**src/rtl/alhc_pkg.sv**
```systemverilog
package alhc_pkg;

	localparam int TIMER_BITS_DEF = 24;

	localparam int CFG_IDX_W  = 3;
	localparam int CFG_DATA_W = 24;

	typedef enum logic [2:0] {
		LV_AP    = 3'd0,
		LV_CONN  = 3'd1,
		LV_OK    = 3'd2,
		LV_PRE   = 3'd3,
		LV_ALERT = 3'd4
	} level_t;

	typedef enum logic [2:0] {
		FN_TICK      = 3'd0,
		FN_REALTIME  = 3'd1,
		FN_HIST_REC  = 3'd2,
		FN_HIST_BEG  = 3'd3,
		FN_TEST      = 3'd4,
		FN_LINK_UP   = 3'd5,
		FN_LINK_DOWN = 3'd6,
		FN_AP_MODE   = 3'd7
	} func_t;

	typedef enum logic [CFG_IDX_W-1:0] {
		REG_PRE_HOLD  = 3'd0,
		REG_ALERT_HOLD = 3'd1,
		REG_IDLE_THR  = 3'd2,
		REG_POLL_ACT  = 3'd3,
		REG_POLL_IDLE = 3'd4,
		REG_TEST_STEP = 3'd5,
		REG_BLINK_HALF = 3'd6
	} cfg_reg_t;

	localparam logic [7:0] CAT_PRE     = 8'd14;
	localparam logic [7:0] CAT_END     = 8'd13;
	localparam logic [7:0] CAT_RT_SKIP = 8'd10;

	localparam logic [23:0] RGB_OFF    = 24'h000000;
	localparam logic [23:0] RGB_BLUE   = 24'h0000FF;
	localparam logic [23:0] RGB_GREEN  = 24'h00FF00;
	localparam logic [23:0] RGB_ORANGE = 24'hFF8C00;
	localparam logic [23:0] RGB_RED    = 24'hFF0000;

	localparam logic [9:0]  BLINK_MAX  = 10'd1023;
	localparam logic [12:0] TEST_MAX   = 13'd8191;
	localparam logic [9:0]  MS_PER_S   = 10'd1000;

	localparam logic [13:0] PRE_HOLD_RST   = 14'd1200;
	localparam logic [13:0] ALERT_HOLD_RST = 14'd10800;
	localparam logic [23:0] IDLE_THR_RST   = 24'd600000;
	localparam logic [15:0] POLL_ACT_RST   = 16'd2000;
	localparam logic [15:0] POLL_IDLE_RST  = 16'd20000;
	localparam logic [10:0] TEST_STEP_RST  = 11'd1500;
	localparam logic [9:0]  BLINK_HALF_RST = 10'd500;

	typedef struct packed {
		logic [13:0] pre_alert_hold_s;
		logic [13:0] alert_hold_s;
		logic [23:0] idle_limit_ms;
		logic [15:0] fast_poll_ms;
		logic [15:0] slow_poll_ms;
		logic [10:0] test_step_ms;
		logic [9:0]  blink_half_ms;
	} cfg_t;

	typedef struct packed {
		logic [2:0]  device_state;
		logic [23:0] lamp_color;
		logic [15:0] poll_interval_ms;
		logic        test_busy;
	} result_t;

	typedef struct packed {
		logic       hit;
		logic [7:0] cat;
	} rt_map_t;

	function automatic logic is_alert_cat(input logic [7:0] c);
		logic r;
		case (c) inside
			8'd1, 8'd2, 8'd3, 8'd4, [8'd7:8'd12]: r = 1'b1;
			default: r = 1'b0;
		endcase
		return r;
	endfunction

	function automatic rt_map_t rt_map(input logic [7:0] c);
		rt_map_t r;
		r.hit = 1'b1;
		case (c)
			8'd1:    r.cat = 8'd1;
			8'd3:    r.cat = 8'd7;
			8'd4:    r.cat = 8'd9;
			8'd5:    r.cat = 8'd11;
			8'd6:    r.cat = 8'd2;
			8'd7:    r.cat = 8'd12;
			8'd13:   r.cat = 8'd10;
			default: begin
				r.hit = 1'b0;
				r.cat = 8'd0;
			end
		endcase
		return r;
	endfunction

endpackage

```
**src/rtl/alhc_cfg_regs.sv**
```systemverilog
module alhc_cfg_regs (
	input  logic                               clk,
	input  logic                               arst_n,
	input  logic                               cfg_wen,
	input  logic [alhc_pkg::CFG_IDX_W-1:0]     cfg_idx,
	input  logic [alhc_pkg::CFG_DATA_W-1:0]    cfg_data,
	output alhc_pkg::cfg_t                     cfg
);

	alhc_pkg::cfg_t cfg_q;

	always_ff @(posedge clk or negedge arst_n) begin
		if (!arst_n) begin
			cfg_q.pre_alert_hold_s <= alhc_pkg::PRE_HOLD_RST;
			cfg_q.alert_hold_s     <= alhc_pkg::ALERT_HOLD_RST;
			cfg_q.idle_limit_ms    <= alhc_pkg::IDLE_THR_RST;
			cfg_q.fast_poll_ms     <= alhc_pkg::POLL_ACT_RST;
			cfg_q.slow_poll_ms     <= alhc_pkg::POLL_IDLE_RST;
			cfg_q.test_step_ms     <= alhc_pkg::TEST_STEP_RST;
			cfg_q.blink_half_ms    <= alhc_pkg::BLINK_HALF_RST;
		end else if (cfg_wen) begin
			unique case (alhc_pkg::cfg_reg_t'(cfg_idx))
				alhc_pkg::REG_PRE_HOLD:   cfg_q.pre_alert_hold_s <= cfg_data[13:0];
				alhc_pkg::REG_ALERT_HOLD: cfg_q.alert_hold_s     <= cfg_data[13:0];
				alhc_pkg::REG_IDLE_THR:   cfg_q.idle_limit_ms    <= cfg_data[23:0];
				alhc_pkg::REG_POLL_ACT:   cfg_q.fast_poll_ms     <= cfg_data[15:0];
				alhc_pkg::REG_POLL_IDLE:  cfg_q.slow_poll_ms     <= cfg_data[15:0];
				alhc_pkg::REG_TEST_STEP:  cfg_q.test_step_ms     <= cfg_data[10:0];
				alhc_pkg::REG_BLINK_HALF: cfg_q.blink_half_ms    <= cfg_data[9:0];
				default: ;
			endcase
		end
	end

	assign cfg = cfg_q;

endmodule

```
**src/rtl/alhc_core.sv**
```systemverilog
module alhc_core #(
	parameter int TIMER_BITS = alhc_pkg::TIMER_BITS_DEF
) (
	input  logic                 clk,
	input  logic                 arst_n,
	input  logic                 fire,
	input  alhc_pkg::cfg_t       cfg,
	input  logic [2:0]           func,
	input  logic [7:0]           category,
	input  logic [31:0]          record_age_s,
	input  logic                 clock_valid,
	output alhc_pkg::result_t    result
);

	localparam int CW = (TIMER_BITS > 24) ? TIMER_BITS : 24;

	alhc_pkg::level_t        lvl_q, lvl_d;
	logic [TIMER_BITS-1:0]   lvl_el_q, lvl_el_d, lvl_el_inc;
	logic [TIMER_BITS-1:0]   since_q, since_d;
	logic                    test_q, test_d;
	logic [12:0]             test_el_q, test_el_d;
	logic [9:0]              blink_cnt_q, blink_cnt_d;
	logic                    blink_ph_q, blink_ph_d;
	logic                    applied_q, applied_d;

	logic                    do_raise;
	alhc_pkg::level_t        raise_lv;
	logic [13:0]             hold_s;
	logic [23:0]             hold_ms;
	alhc_pkg::rt_map_t       rt;
	logic [12:0]             step1, step2, step3;
	logic [23:0]             color;
	logic [15:0]             poll;

	always_comb begin
		lvl_d       = lvl_q;
		lvl_el_d    = lvl_el_q;
		since_d     = since_q;
		test_d      = test_q;
		test_el_d   = test_el_q;
		blink_cnt_d = blink_cnt_q;
		blink_ph_d  = blink_ph_q;
		applied_d   = applied_q;
		do_raise    = 1'b0;
		raise_lv    = alhc_pkg::LV_ALERT;

		lvl_el_inc = (lvl_el_q == '1) ? lvl_el_q : lvl_el_q + TIMER_BITS'(1);
		hold_s     = (lvl_q == alhc_pkg::LV_PRE) ? cfg.pre_alert_hold_s : cfg.alert_hold_s;
		hold_ms    = {10'd0, hold_s} * {14'd0, alhc_pkg::MS_PER_S};
		rt         = alhc_pkg::rt_map(category);

		unique case (alhc_pkg::func_t'(func))
			alhc_pkg::FN_TICK: begin
				lvl_el_d    = lvl_el_inc;
				since_d     = (since_q == '1) ? since_q : since_q + TIMER_BITS'(1);
				blink_cnt_d = (blink_cnt_q == alhc_pkg::BLINK_MAX) ? blink_cnt_q
				              : blink_cnt_q + 10'd1;
				if (test_q && test_el_q != alhc_pkg::TEST_MAX) begin
					test_el_d = test_el_q + 13'd1;
				end
				if ((lvl_q == alhc_pkg::LV_PRE || lvl_q == alhc_pkg::LV_ALERT) &&
				    ((lvl_el_inc == '1) || (CW'(lvl_el_inc) >= CW'(hold_ms)))) begin
					lvl_d = alhc_pkg::LV_OK;
				end
			end
			alhc_pkg::FN_REALTIME: begin
				if (category != alhc_pkg::CAT_RT_SKIP && rt.hit &&
				    alhc_pkg::is_alert_cat(rt.cat)) begin
					do_raise = 1'b1;
					raise_lv = alhc_pkg::LV_ALERT;
				end
			end
			alhc_pkg::FN_HIST_REC: begin
				if (!applied_q) begin
					applied_d = 1'b1;
					if (category == alhc_pkg::CAT_END) begin
						lvl_d = alhc_pkg::LV_OK;
					end else if (category == alhc_pkg::CAT_PRE) begin
						if (clock_valid && record_age_s <= {18'd0, cfg.pre_alert_hold_s}) begin
							do_raise = 1'b1;
							raise_lv = alhc_pkg::LV_PRE;
						end
					end else if (alhc_pkg::is_alert_cat(category)) begin
						if (clock_valid && record_age_s <= {18'd0, cfg.alert_hold_s}) begin
							do_raise = 1'b1;
							raise_lv = alhc_pkg::LV_ALERT;
						end
					end
				end
			end
			alhc_pkg::FN_HIST_BEG:  applied_d = 1'b0;
			alhc_pkg::FN_TEST: begin
				test_d    = 1'b1;
				test_el_d = 13'd0;
			end
			alhc_pkg::FN_LINK_UP:   lvl_d = alhc_pkg::LV_OK;
			alhc_pkg::FN_LINK_DOWN: lvl_d = alhc_pkg::LV_CONN;
			default:                lvl_d = alhc_pkg::LV_AP;
		endcase

		// pre-alert never overrides alert
		if (do_raise && !(raise_lv == alhc_pkg::LV_PRE && lvl_q == alhc_pkg::LV_ALERT)) begin
			lvl_d    = raise_lv;
			lvl_el_d = '0;
			since_d  = '0;
		end

		step1 = {2'd0, cfg.test_step_ms};
		step2 = {1'b0, cfg.test_step_ms, 1'b0};
		step3 = step2 + step1;

		if (test_d) begin
			if (test_el_d < step1) begin
				color = alhc_pkg::RGB_GREEN;
			end else if (test_el_d < step2) begin
				color = alhc_pkg::RGB_ORANGE;
			end else if (test_el_d < step3) begin
				color = alhc_pkg::RGB_RED;
			end else begin
				test_d = 1'b0;
				color  = alhc_pkg::RGB_GREEN;
			end
		end else begin
			case (lvl_d)
				alhc_pkg::LV_AP:  color = alhc_pkg::RGB_BLUE;
				alhc_pkg::LV_CONN: begin
					if (blink_cnt_d >= cfg.blink_half_ms) begin
						blink_cnt_d = 10'd0;
						blink_ph_d  = ~blink_ph_d;
					end
					color = blink_ph_d ? alhc_pkg::RGB_BLUE : alhc_pkg::RGB_OFF;
				end
				alhc_pkg::LV_OK:  color = alhc_pkg::RGB_GREEN;
				alhc_pkg::LV_PRE: color = alhc_pkg::RGB_ORANGE;
				default:          color = alhc_pkg::RGB_RED;
			endcase
		end

		if (lvl_d == alhc_pkg::LV_PRE || lvl_d == alhc_pkg::LV_ALERT ||
		    CW'(since_d) < CW'(cfg.idle_limit_ms)) begin
			poll = cfg.fast_poll_ms;
		end else begin
			poll = cfg.slow_poll_ms;
		end

		result.device_state     = lvl_d;
		result.lamp_color       = color;
		result.poll_interval_ms = poll;
		result.test_busy        = test_d;
	end

	always_ff @(posedge clk or negedge arst_n) begin
		if (!arst_n) begin
			lvl_q       <= alhc_pkg::LV_AP;
			lvl_el_q    <= '0;
			since_q     <= '0;
			test_q      <= 1'b0;
			test_el_q   <= 13'd0;
			blink_cnt_q <= 10'd0;
			blink_ph_q  <= 1'b0;
			applied_q   <= 1'b0;
		end else if (fire) begin
			lvl_q       <= lvl_d;
			lvl_el_q    <= lvl_el_d;
			since_q     <= since_d;
			test_q      <= test_d;
			test_el_q   <= test_el_d;
			blink_cnt_q <= blink_cnt_d;
			blink_ph_q  <= blink_ph_d;
			applied_q   <= applied_d;
		end
	end

endmodule

```
**src/rtl/alert_level_hold_controller.sv**
```systemverilog
// An accepted request is held in the input stage; its result then enters the result
// register, with out_valid high, once that stage is free to take it.
// Throughput: one request per cycle while out_ready is high; the result register frees as it is taken.
// Reset (arst_n low): level AP, all timers and flags zero, registers at their
// default values, both stages empty.
module alert_level_hold_controller #(
	parameter int TIMER_BITS = alhc_pkg::TIMER_BITS_DEF
) (
	input  logic                             clk,
	input  logic                             arst_n,
	input  logic                             in_valid,
	output logic                             in_ready,
	input  logic [2:0]                       func,
	input  logic [7:0]                       category,
	input  logic [31:0]                      record_age_s,
	input  logic                             clock_valid,
	output logic                             out_valid,
	input  logic                             out_ready,
	output logic [2:0]                       device_state,
	output logic [23:0]                      lamp_color,
	output logic [15:0]                      poll_interval_ms,
	output logic                             test_busy,
	input  logic                             cfg_wen,
	input  logic [alhc_pkg::CFG_IDX_W-1:0]   cfg_idx,
	input  logic [alhc_pkg::CFG_DATA_W-1:0]  cfg_data
);

	alhc_pkg::cfg_t     cfg;
	alhc_pkg::result_t  result;
	alhc_pkg::result_t  res_s2;

	logic        valid_s1;
	logic [2:0]  func_s1;
	logic [7:0]  category_s1;
	logic [31:0] age_s1;
	logic        clkv_s1;
	logic        valid_s2;
	logic        advance;

	assign advance  = valid_s1 && (!valid_s2 || out_ready);
	assign in_ready = !valid_s1 || advance;

	alhc_cfg_regs u_cfg (
		.clk      (clk),
		.arst_n   (arst_n),
		.cfg_wen  (cfg_wen),
		.cfg_idx  (cfg_idx),
		.cfg_data (cfg_data),
		.cfg      (cfg)
	);

	alhc_core #(
		.TIMER_BITS (TIMER_BITS)
	) u_core (
		.clk          (clk),
		.arst_n       (arst_n),
		.fire         (advance),
		.cfg          (cfg),
		.func         (func_s1),
		.category     (category_s1),
		.record_age_s (age_s1),
		.clock_valid  (clkv_s1),
		.result       (result)
	);

	always_ff @(posedge clk or negedge arst_n) begin
		if (!arst_n) begin
			valid_s1 <= 1'b0;
		end else if (in_ready) begin
			valid_s1 <= in_valid;
		end
	end

	always_ff @(posedge clk) begin
		if (in_ready && in_valid) begin
			func_s1     <= func;
			category_s1 <= category;
			age_s1      <= record_age_s;
			clkv_s1     <= clock_valid;
		end
	end

	always_ff @(posedge clk or negedge arst_n) begin
		if (!arst_n) begin
			valid_s2 <= 1'b0;
		end else if (advance) begin
			valid_s2 <= 1'b1;
		end else if (out_ready) begin
			valid_s2 <= 1'b0;
		end
	end

	always_ff @(posedge clk) begin
		if (advance) begin
			res_s2 <= result;
		end
	end

	assign out_valid        = valid_s2;
	assign device_state     = res_s2.device_state;
	assign lamp_color       = res_s2.lamp_color;
	assign poll_interval_ms = res_s2.poll_interval_ms;
	assign test_busy        = res_s2.test_busy;

	a_ready_when_empty: assert property (@(posedge clk) disable iff (!arst_n)
		!valid_s2 |-> in_ready)
		else $error("input stalled with empty result stage");

	a_advance_fills: assert property (@(posedge clk) disable iff (!arst_n)
		advance |=> valid_s2)
		else $error("advanced request produced no result");

	a_test_colors: assert property (@(posedge clk) disable iff (!arst_n)
		(valid_s2 && res_s2.test_busy) |->
		(res_s2.lamp_color == alhc_pkg::RGB_GREEN ||
		 res_s2.lamp_color == alhc_pkg::RGB_ORANGE ||
		 res_s2.lamp_color == alhc_pkg::RGB_RED))
		else $error("lamp test shows a color outside its sequence");

endmodule

```
**config.mk**
```make
export PLATFORM = sky130hd
export DESIGN_NAME = alert_level_hold_controller
export DESIGN_NICKNAME = d
export VERILOG_FILES = /design/src/rtl/alhc_pkg.sv /design/src/rtl/alhc_cfg_regs.sv /design/src/rtl/alhc_core.sv /design/src/rtl/alert_level_hold_controller.sv
export SDC_FILE = /design/constraint.sdc
export NUM_CORES = 1
export LEC_CHECK = 0
export ABC_AREA = 1
export BUFFER_PORTS_ARGS = -buffer_cell sky130_fd_sc_hd__buf_2
export CAP_MARGIN = 40
export CORE_MARGIN = 2
export CORE_UTILIZATION = 34
export CTS_CLUSTER_SIZE = 10
export DETAILED_ROUTE_END_ITERATION = 8
export GPL_TIMING_DRIVEN = 1
export PLACE_DENSITY = 0.63
export SLEW_MARGIN = 20
export SYNTH_ARGS = -nofsm -noshare
export SYNTH_HDL_FRONTEND = slang
export SYNTH_SLANG_ARGS = --single-unit
```
**constraint.sdc**
```tcl
create_clock -name clk -period 7.7 [get_ports clk]
set_clock_uncertainty 0.15 [all_clocks]
set_input_delay 0.77 -clock clk [delete_from_list [all_inputs] [get_ports clk]]
set_output_delay 0.77 -clock clk [all_outputs]
set_load 0.005 [all_outputs]
```
### Word-level counts from Yosys, hierarchy flattened

Cells that the tools add are included.
Widths: inputs -> output; s select.

* output and inout bits: 46
* input port bits: 76
* flip-flop bits (word level): 272
* word-level logic and storage cells: 183

* $mul: 1
* equality and inequality tests: 38
* $add $sub $neg: 5
* multiplexer cells: 59
* reductions and logical operators: 41
* magnitude comparators: 12
* bitwise logic cells: 2

Operators with widths (count)
* $mux 24: 10
* $pmux 24 s4: 1
* $eq 24x24->1 const B: 3
* $le 32x14->1: 2
* $mux 10: 5
* $add 24x1->24 const B: 2
* $eq 8x3->1 const B: 4
* $pmux 4 s7: 1
* $mux 3: 9
* $pmux 13 s2: 1
* $mux 1: 25
* $eq 3x2->1 const B: 8
* $eq 3x3->1 const B: 8
* $ge 24x24->1: 1
* $lt 24x24->1: 1
* $mul 14x7->21 const B: 1
* $reduce_and 2->1: 9
* $eq 8x2->1 const B: 2
* $eq 8x4->1 const B: 2
* $mux 16: 1
* $pmux 3 s5: 1
* $mux 14: 1
* $add 12x11->13: 1
* $add 13x1->13 const B: 1
* other kinds (30): 58

### Logic depth before layout (Yosys ltp)

Gate-level depths: netlist of run 1.

* depth after elaboration: 21
* depth in mapped cells: 53
* gate-level depth less buffers: 52

### Cells and area by module

Synthesis of run 1 repeated with hierarchy kept, for this count alone.

* cell total of the unflattened synthesis: 2268
* area total of the unflattened synthesis: 18428.9 um^2

By module, submodules not included
* alhc_core: area each 11502.3 um^2, cells each 1701, times used 1
* alhc_cfg_regs: area each 4189.0 um^2, cells each 467, times used 1
* alert_level_hold_controller: area each 2737.6 um^2, cells each 100, times used 1

### Least setup slack after synthesis of run 1

No wires, ideal clock.

* kind: flip-flop to flip-flop
* start: reg u_core.lvl_q[0]
* end: reg res_s2 (netlist bit poll_interval_ms[11]), data pin
* arrival: 7.416 ns
* path slack: -0.118 ns
* library setup time: 0.252 ns
* cell stages (with the launch flop): 51
* path buffers: 3
* required time: 7.298 ns
* cell sequence: dfrtp_1 -> nand3_1 -> clkbuf_1 -> clkbuf_1 -> nand2_1 -> o21ai_0 -> inv_1 -> ha_1 -> inv_1 -> fa_1 -> fa_1 -> fa_1 -> inv_1 -> ha_1 -> a21oi_1 -> o21ai_0 -> a21oi_1 -> o21ai_0 -> (+15 left out) -> nand4_1 -> nor3_1 -> nand3_1 -> nor3_1 -> nor2_1 -> nand2_1 -> nand2_1 -> nand3_1 -> nand2_1 -> nand2_2 -> nand2_2 -> nand2_2 -> nand2_2 -> nand2_4 -> nand2_4 -> buf_12 -> nand2_2 -> nand2_1

RTL lines
* start: declaration: RTL line alhc_core.sv:17 `alhc_pkg::level_t lvl_q, lvl_d;`
* start signal: assignment: RTL line alhc_core.sv:154 `lvl_q <= alhc_pkg::LV_AP;`
* start signal: assignment: RTL line alhc_core.sv:163 `lvl_q <= lvl_d;`
* end signal: assignment: RTL line alert_level_hold_controller.sv:95 `res_s2 <= result;`
* end: declaration: RTL line alert_level_hold_controller.sv:30 `alhc_pkg::result_t res_s2;`

==> impl_results.md, run 1 <==
- Pin count of the biggest net entering global routing: a little over 70
- Antenna fix cells: 0
- Vias: between 10000 and 15000
- Final worst path period need: ~7400 ps
- Fraction of registers with async set/reset: 73.0%
- Die area: ~54000 µm²
- Met3 GRT Util: ~3%
- CP max-delay cell: fa_1
- Syn nets: about 2500
- R2r worst-path depth: 45
- Post-synth EDFFs: 68
- Layer with the highest usage: met2
- Worst path required time: slightly below 8000 ps
- Drt total wl: ~47000 µm
- Die W: 232 µm
- Leakage Power: about 10 nW
- Crit-path max FO: 8
- Total track usage: approximately 17%
- Kind of critical path: flop to flop
- Layout area overhead: 18.9%
- Transition time of the tightest slew-check pin: about 870 ps
- Initial antenna violation count: 4
- GRT overflow: 0
- FF+latch count, synth: approximately 250
- Ys Warns: 0
- F_max: ~130 MHz
- GPL Wtd Cong: approximately 0.87
- Distinct cells, synth: 45
- RSZ-0062 raised after global routing: yes
- Worst-path clk slew: ~60 ps
- Post-route DRC: 0
- Most used DFF post-synth: dfrtp_1
- Top Ports: between 100 and 150
- Core Region: 51200 µm²
- Clock sinks: 252
- Slew margin rel.: between 40% and 50%
- Final worst setup slack: around 250 ps
- Final setup fails: 0
- Cells after synthesis: about 2200
- Layout cells sized above 1: ~17%
- Mapped cell area: roughly 18000 µm²
- Vias in the first global route: 14708
- CP top delay family: adder cells
- Slew Viols, Final: 0
- Input/output buffers: around 120
- Fin. Hold Viols: 0
- 1st-iter DRT viols: roughly 930
- Crit start category: flop
- Vias per cell: between 4 and 5
- Post-synthesis sequential area ratio: about two fifths
- CTS Hold Bufs: 0
- Die span in y: 232 µm
- Max cap viols: 0
- Clock root cell: clkbuf_16
- Critical Path End Type: flop
- Row Count: between 80 and 90
- Fin area: ~21000 µm²
- First-pass GRT wire length: around 75000 µm
- Register area: between 6000 and 7000 µm²
- R2r setup slk: roughly 250 ps
- Layout Cells excl Fill: 3061
- GR met2 Demand/Resource: about 30%
- Reg-to-Reg Start: u_core.lvl_q[2]$_DFFE_PN0P_
- Bufs on Longest Clock Path: 3
- Final net count: roughly 2700
- Dpl ws: -257 ps
- Clk_lat worst skew: around 540 ps
- TritonCTS clock tree: built
- Critical path buffer and inverter count: 6
- Final Cycle Share: ~97%
- DP Cell Count: 2984
- M1 GR Usage: a little under a quarter
- Most frequent CP cell: nand2_2
- Avg Cell Area, Syn: about 8.1 µm²
- R2r endpoint: poll_interval_ms[7]$_DFFE_PP_
- Number of antenna-violating nets in the routed design: 0
- DP HPWL: around 35000 µm
- Hold Crit Class: primary input to asynchronous set/reset pin
- Initial Utilization: about a third
- Pwr Density: approximately 500 nW/µm²
- CP max stage delay: a little over 500 ps
- Fill cell count: between 5000 and 6000
- DR pass1 iterations: 6
- Max rail drop VDD: ~0.56 mV
- Placement Cell Area: 19200 µm²
- Area of the multi-input gates: around 9600 µm²
- Status: finished clean
- WP data arrival: approximately 7600 ps
- Routed WL per cell: 15.4 µm
- Htree depth: 2
- CTS buffer count: 34
==> per-stage QoR <==
step	power, mW	utilization (%)	TNS [ps]	hold WS (ps)
floorplan	6.28	-	0	299
global placement	7.80	37.4	0	314
detailed placement	8.00	37.6	-5470	320
CTS	9.80	39.8	0	108
global route	11.7	40.9	-3900	126
finish	10.6	40.9	0	85.5
==> synth_stat cells, types with 3 or more instances <==
master / count / area (µm²)
a21oi_1: 102 / 510
nand2_4: 8 / 90.1
buf_4: 20 / 150
o221ai_1: 3 / 26.3
nor2_2: 5 / 31.3
xnor2_1: 13 / 114
ha_1: 176 / 2200
nand2_2: 26 / 163
xor2_1: 49 / 429
fa_1: 43 / 861
o21ai_1: 3 / 15.0
nand3_1: 91 / 455
nor4_1: 11 / 68.8
o211ai_1: 3 / 22.5
a211oi_1: 7 / 52.6
nor3_1: 35 / 175
edfxtp_1: 68 / 2040
o21bai_1: 4 / 30.0
nand4_1: 26 / 163
dfrtp_1: 143 / 3580
buf_1: 8 / 30.0
a31oi_1: 5 / 31.3
o21ai_0: 216 / 1080
buf_2: 4 / 20.0
nand2_1: 494 / 1850
nor2_1: 171 / 642
a21o_1: 7 / 52.6
dfstp_2: 41 / 1080
inv_1: 347 / 1300
clkbuf_1: 33 / 124
o31ai_1: 7 / 52.6
==> cell families after synthesis <==
logic type,count (synthesis),share of synthesized area [%]
buf+inv,415,9.46
simple gates,873,21.0
flops,252,38.1
compound gates,363,10.9
xor+xnor,62,3.09
fa+ha+maj,219,17.4
mux,1,0.0640
==> worst max-delay path by stage <==
stage	startpoint	to	slack, ps	depth (start not counted)
detailed placement	u_core.lvl_q[2]$_DFFE_PN0P_	u_core.blink_cnt_q[9]$_DFFE_PN0P_	-260	48
floorplan	u_core.lvl_q[0]$_DFFE_PN0P_	poll_interval_ms[11]$_DFFE_PP_	80	50
CTS	u_core.lvl_q[2]$_DFFE_PN0P_	lamp_color[7]$_SDFFCE_PP0P_	10	48
global route	u_core.lvl_q[2]$_DFFE_PN0P_	poll_interval_ms[7]$_DFFE_PP_	-190	51
finish	u_core.lvl_q[2]$_DFFE_PN0P_	poll_interval_ms[7]$_DFFE_PP_	250	45
global placement	u_core.lvl_q[2]$_DFFE_PN0P_	u_core.blink_cnt_q[0]$_DFFE_PN0P_	70	48
==> area by class of cell <==
class / count / share of cell area (%)
multi-input cells: 1519 / 46.1
flip-flops and latches: 252 / 32.0
repair buffers: 201 / 6.27
inverters: 348 / 6.27
clock buffers: 52 / 4.58
well taps: 680 / 4.07
clock inverters: 9 / 0.688
==> state kept, by name, summed over array words and instances (netlist names), 3 cells and up <==
register	cells
category_s1	8
lamp_color	4
u_core.since_q	24
u_core.test_el_q	13
u_core.lvl_el_q	24
device_state	3
u_cfg.cfg	105
u_core.lvl_q	3
u_core.blink_cnt_q	10
func_s1	3
age_s1	32
poll_interval_ms	16
==> routing by layer <==
metal	share of wire, %	vias to the layer above	wire length [µm]
li1	-	7407	-
met1	46	7031	21600
met2	46	373	21900
met3	5.0	94	2360
met4	2.8	8	1330
met5	0.10	-	47
==> report_power, final <==
part | internal, mW | switching, mW
clock network | 0.964 | 0.623
registers | 1.74 | 0.286
logic | 3.14 | 3.84
total | 5.84 | 4.74
==> what timing repair did <==
action | in CTS | in global routing
cloned | 0 | 2
resized for setup | 11 | 97
endpoints found under the setup margin | 31 | 37
buffers inserted | 2 | 11
pin swaps | 1 | 53
==> layout by cell type (no fill, tap or decap), types with 6 or more instances in the layout <==
master and n:
xnor2_1 13, ha_4 9, nand4_1 26, nor2_2 8, o31ai_1 7, buf_2 121
o21ai_1 11, nand2_1 481, dfrtp_1 143, inv_2 12, a211oi_1 6, buf_4 68
o21ai_0 202, nand3_2 7, nand3_1 84, xor2_1 47, a21o_1 7, nand2_2 37
dfstp_2 41, ha_1 167, a21oi_1 92, nor4_1 11, a21oi_2 8, nand2_4 9
clkbuf_1 14, edfxtp_1 68, nor2_1 165, clkbuf_16 35, inv_1 334, nor3_1 31
fa_1 43
(Power assumes the default switching activity.)
==> inputs of run 2 (changes only) <==
--- a/config.mk
+++ b/config.mk
@@ -13,7 +13,7 @@
 export CTS_CLUSTER_SIZE = 10
 export DETAILED_ROUTE_END_ITERATION = 8
 export GPL_TIMING_DRIVEN = 1
-export PLACE_DENSITY = 0.63
+export PLACE_DENSITY = 0.61
 export SLEW_MARGIN = 20
 export SYNTH_ARGS = -nofsm -noshare
 export SYNTH_HDL_FRONTEND = slang
==> constraint.sdc (replaced) <==
create_clock -name clk -period 7 [get_ports clk]
set_clock_uncertainty 0.15 [all_clocks]
set_input_delay 0.7 -clock clk [delete_from_list [all_inputs] [get_ports clk]]
set_output_delay 0.7 -clock clk [all_outputs]
set_load 0.005 [all_outputs]
==> impl_results.md, run 2 (same netlist as run 1, synthesis figures left out) <==
- Status: finished with violations
- Failing checks: negative setup slack
- RSZ-0062 raised after global routing: yes
- Worst path required time: approximately 7200 ps
- Drt total wl: around 46000 µm
- Core Util, Final: between 40% and 50%
- Fin. Hold Viols: 0
- Number of antenna-violating nets in the routed design: 0
- Vias: between 10000 and 15000
- Leakage Power: roughly 10 nW
- CTS buffer count: 34
- Final net count: about 2700
- Critical Path End Type: flop
- Die W: about 230 µm
- Input/output buffers: between 100 and 150
- Final worst path period need: 7410 ps
- Commonest cells after routing, fill and taps aside: nand2_1 (480), inv_1 (335), o21ai_0 (200), ha_1 (169), nor2_1 (165)
- Transition time of the tightest slew-check pin: around 690 ps
- TritonCTS clock tree: built
- Worst-path clk slew: about 60 ps
- Max rail drop VDD: approximately 0.62 mV
- DP HPWL: 34300 µm
- Pwr Density: 551 nW/µm²
- DR pass1 iterations: 5
- Final setup fails: 34
- DP Cell Count: 3029
- GPL Wtd Cong: between 0.8 and 0.9
- Total track usage: between 15 and 20%
- WP data arrival: 7550 ps
- Final worst setup slack: -407 ps
- Antenna fix cells: 0
- Clock root cell: clkbuf_16
- Htree depth: 2
- Crit start category: flop
- F_max: approximately 140 MHz
- 1st-iter DRT viols: ~1000
- Clock sinks: ~250
- Die area: between 50000 and 60000 µm²
- Routed WL per cell: roughly 15 µm
- Vias per cell: ~4.8
- Layout area overhead: 21.7%
- CP top delay family: simple AND/OR/NAND/NOR gates
- Clk_lat worst skew: 560 ps
- Row Count: 83
- Slew margin rel.: 53.7%
- Bufs on Longest Clock Path: 3
- CP max stage delay: between 500 and 600 ps
- Setup_tns: -11340 ps
- Dpl ws: -656 ps
- Final Cycle Share: 106%
- Top Ports: between 100 and 150
- First-pass GRT wire length: between 70000 and 80000 µm
- Pin count of the biggest net entering global routing: 64
- Crit-path max FO: 7
- Layout cells sized above 1: between 10% and 20%
- Most common cell after layout, fill and taps aside: nand2_1
- Critical path buffer and inverter count: 6
- Max reg flops: about 110
- Hold Crit Class: primary input to flop
- Hold WS: 166 ps
- Die span in y: around 230 µm
- Initial antenna violation count: 0
- Most frequent CP cell: nand2_2
- Core Region: 51200 µm²
- GRT overflow: 0
- Initial Utilization: approximately a third
- Kind of critical path: flop to flop
- Max cap viols: 0
- Vias in the first global route: 14537
- Slew Viols, Final: 0
- Layout Cells excl Fill: 3117
- Post-route DRC: 0
- CP max-delay cell: fa_1
## run 2: cell count changes in the layout (fill, tap and decap cells not counted), sizes merged
| cell | delta |
|---|---|
| inv | +1 |
| clkbuf | +1 |
| buf | +54 |
| bufinv | -2 |
| nand3 | +1 |
| dlygate4sd3 | +1 |
## run 2: worst paths after layout
path,from,end,slack (ps),cells past startpoint
min,record_age_s[14],age_s1[14]$_DFFE_PP_,170,1
min reg2reg,u_core.blink_cnt_q[2]$_DFFE_PN0P_,u_core.blink_cnt_q[2]$_DFFE_PN0P_,330,2
min in group asynchronous,arst_n,u_core.lvl_el_q[20]$_DFFE_PN0P_,540,2
max,u_core.lvl_q[2]$_DFFE_PN0P_,poll_interval_ms[11]$_DFFE_PP_,-410,46
max in group asynchronous,arst_n,u_cfg.cfg[59]$_DFFE_PN1P_,5150,4
max reg2reg,u_core.lvl_q[2]$_DFFE_PN0P_,poll_interval_ms[11]$_DFFE_PP_,-410,46
## run 2: routing by layer
| layer | wire length (µm) | vias up | global-route usage, % | share of wire, % |
|---|---|---|---|---|
| li1 | - | 7530 | - | - |
| met1 | 21500 | 7062 | 23.1 | 47 |
| met2 | 21400 | 312 | 28.6 | 46 |
| met3 | 2190 | 68 | 2.76 | 4.7 |
| met4 | 994 | 0 | 4.48 | 2.2 |
| met5 | 0 | - | 0 | 0 |
## run 2: power by group
group | total [mW] | internal (mW) | switching [mW]
registers | 2.22 | 1.91 | 0.311
logic | 7.83 | 3.69 | 4.15
clock network | 1.73 | 1.04 | 0.687
## run 2: area by class of cell
class	instances	area, µm²
clock buffer	54	1020
clock inverter	8	83.8
fill	4993	29800
inverter	348	1310
multi-input combinational	1520	9670
sequential	252	6700
tap	680	851
timing repair buffer	255	1770
## run 2: worst register-to-register path, delay by kind of cell (launching register included)
family                     cells  cell delay [ps]
AOI/OAI and AO/OA              5              570
xor gates and xnor gates       1              120
adders and majority gates      6             2540
buffers and inverters          6              770
DFF                            1              400
and+or+nand+nor               28             2610
## run 2: per-stage QoR
stage,power [mW],area (µm²)
2_1_floorplan,7.05,17700
3_3_place_gp,8.98,19600
3_5_place_dp,9.23,19700
4_1_cts,11.4,21000
5_1_grt,13.1,21400
6_report,11.8,21400
## run 2: repair_timing
item / CTS / global route
pin swaps: 19 / 14
gates cloned: 2 / 0
setup endpoints to repair: 37 / 37
setup buffers: 10 / 10
hold buffers: 1 / 0
resized for setup: 45 / 45
endpoints found under the hold margin: 23 / 0
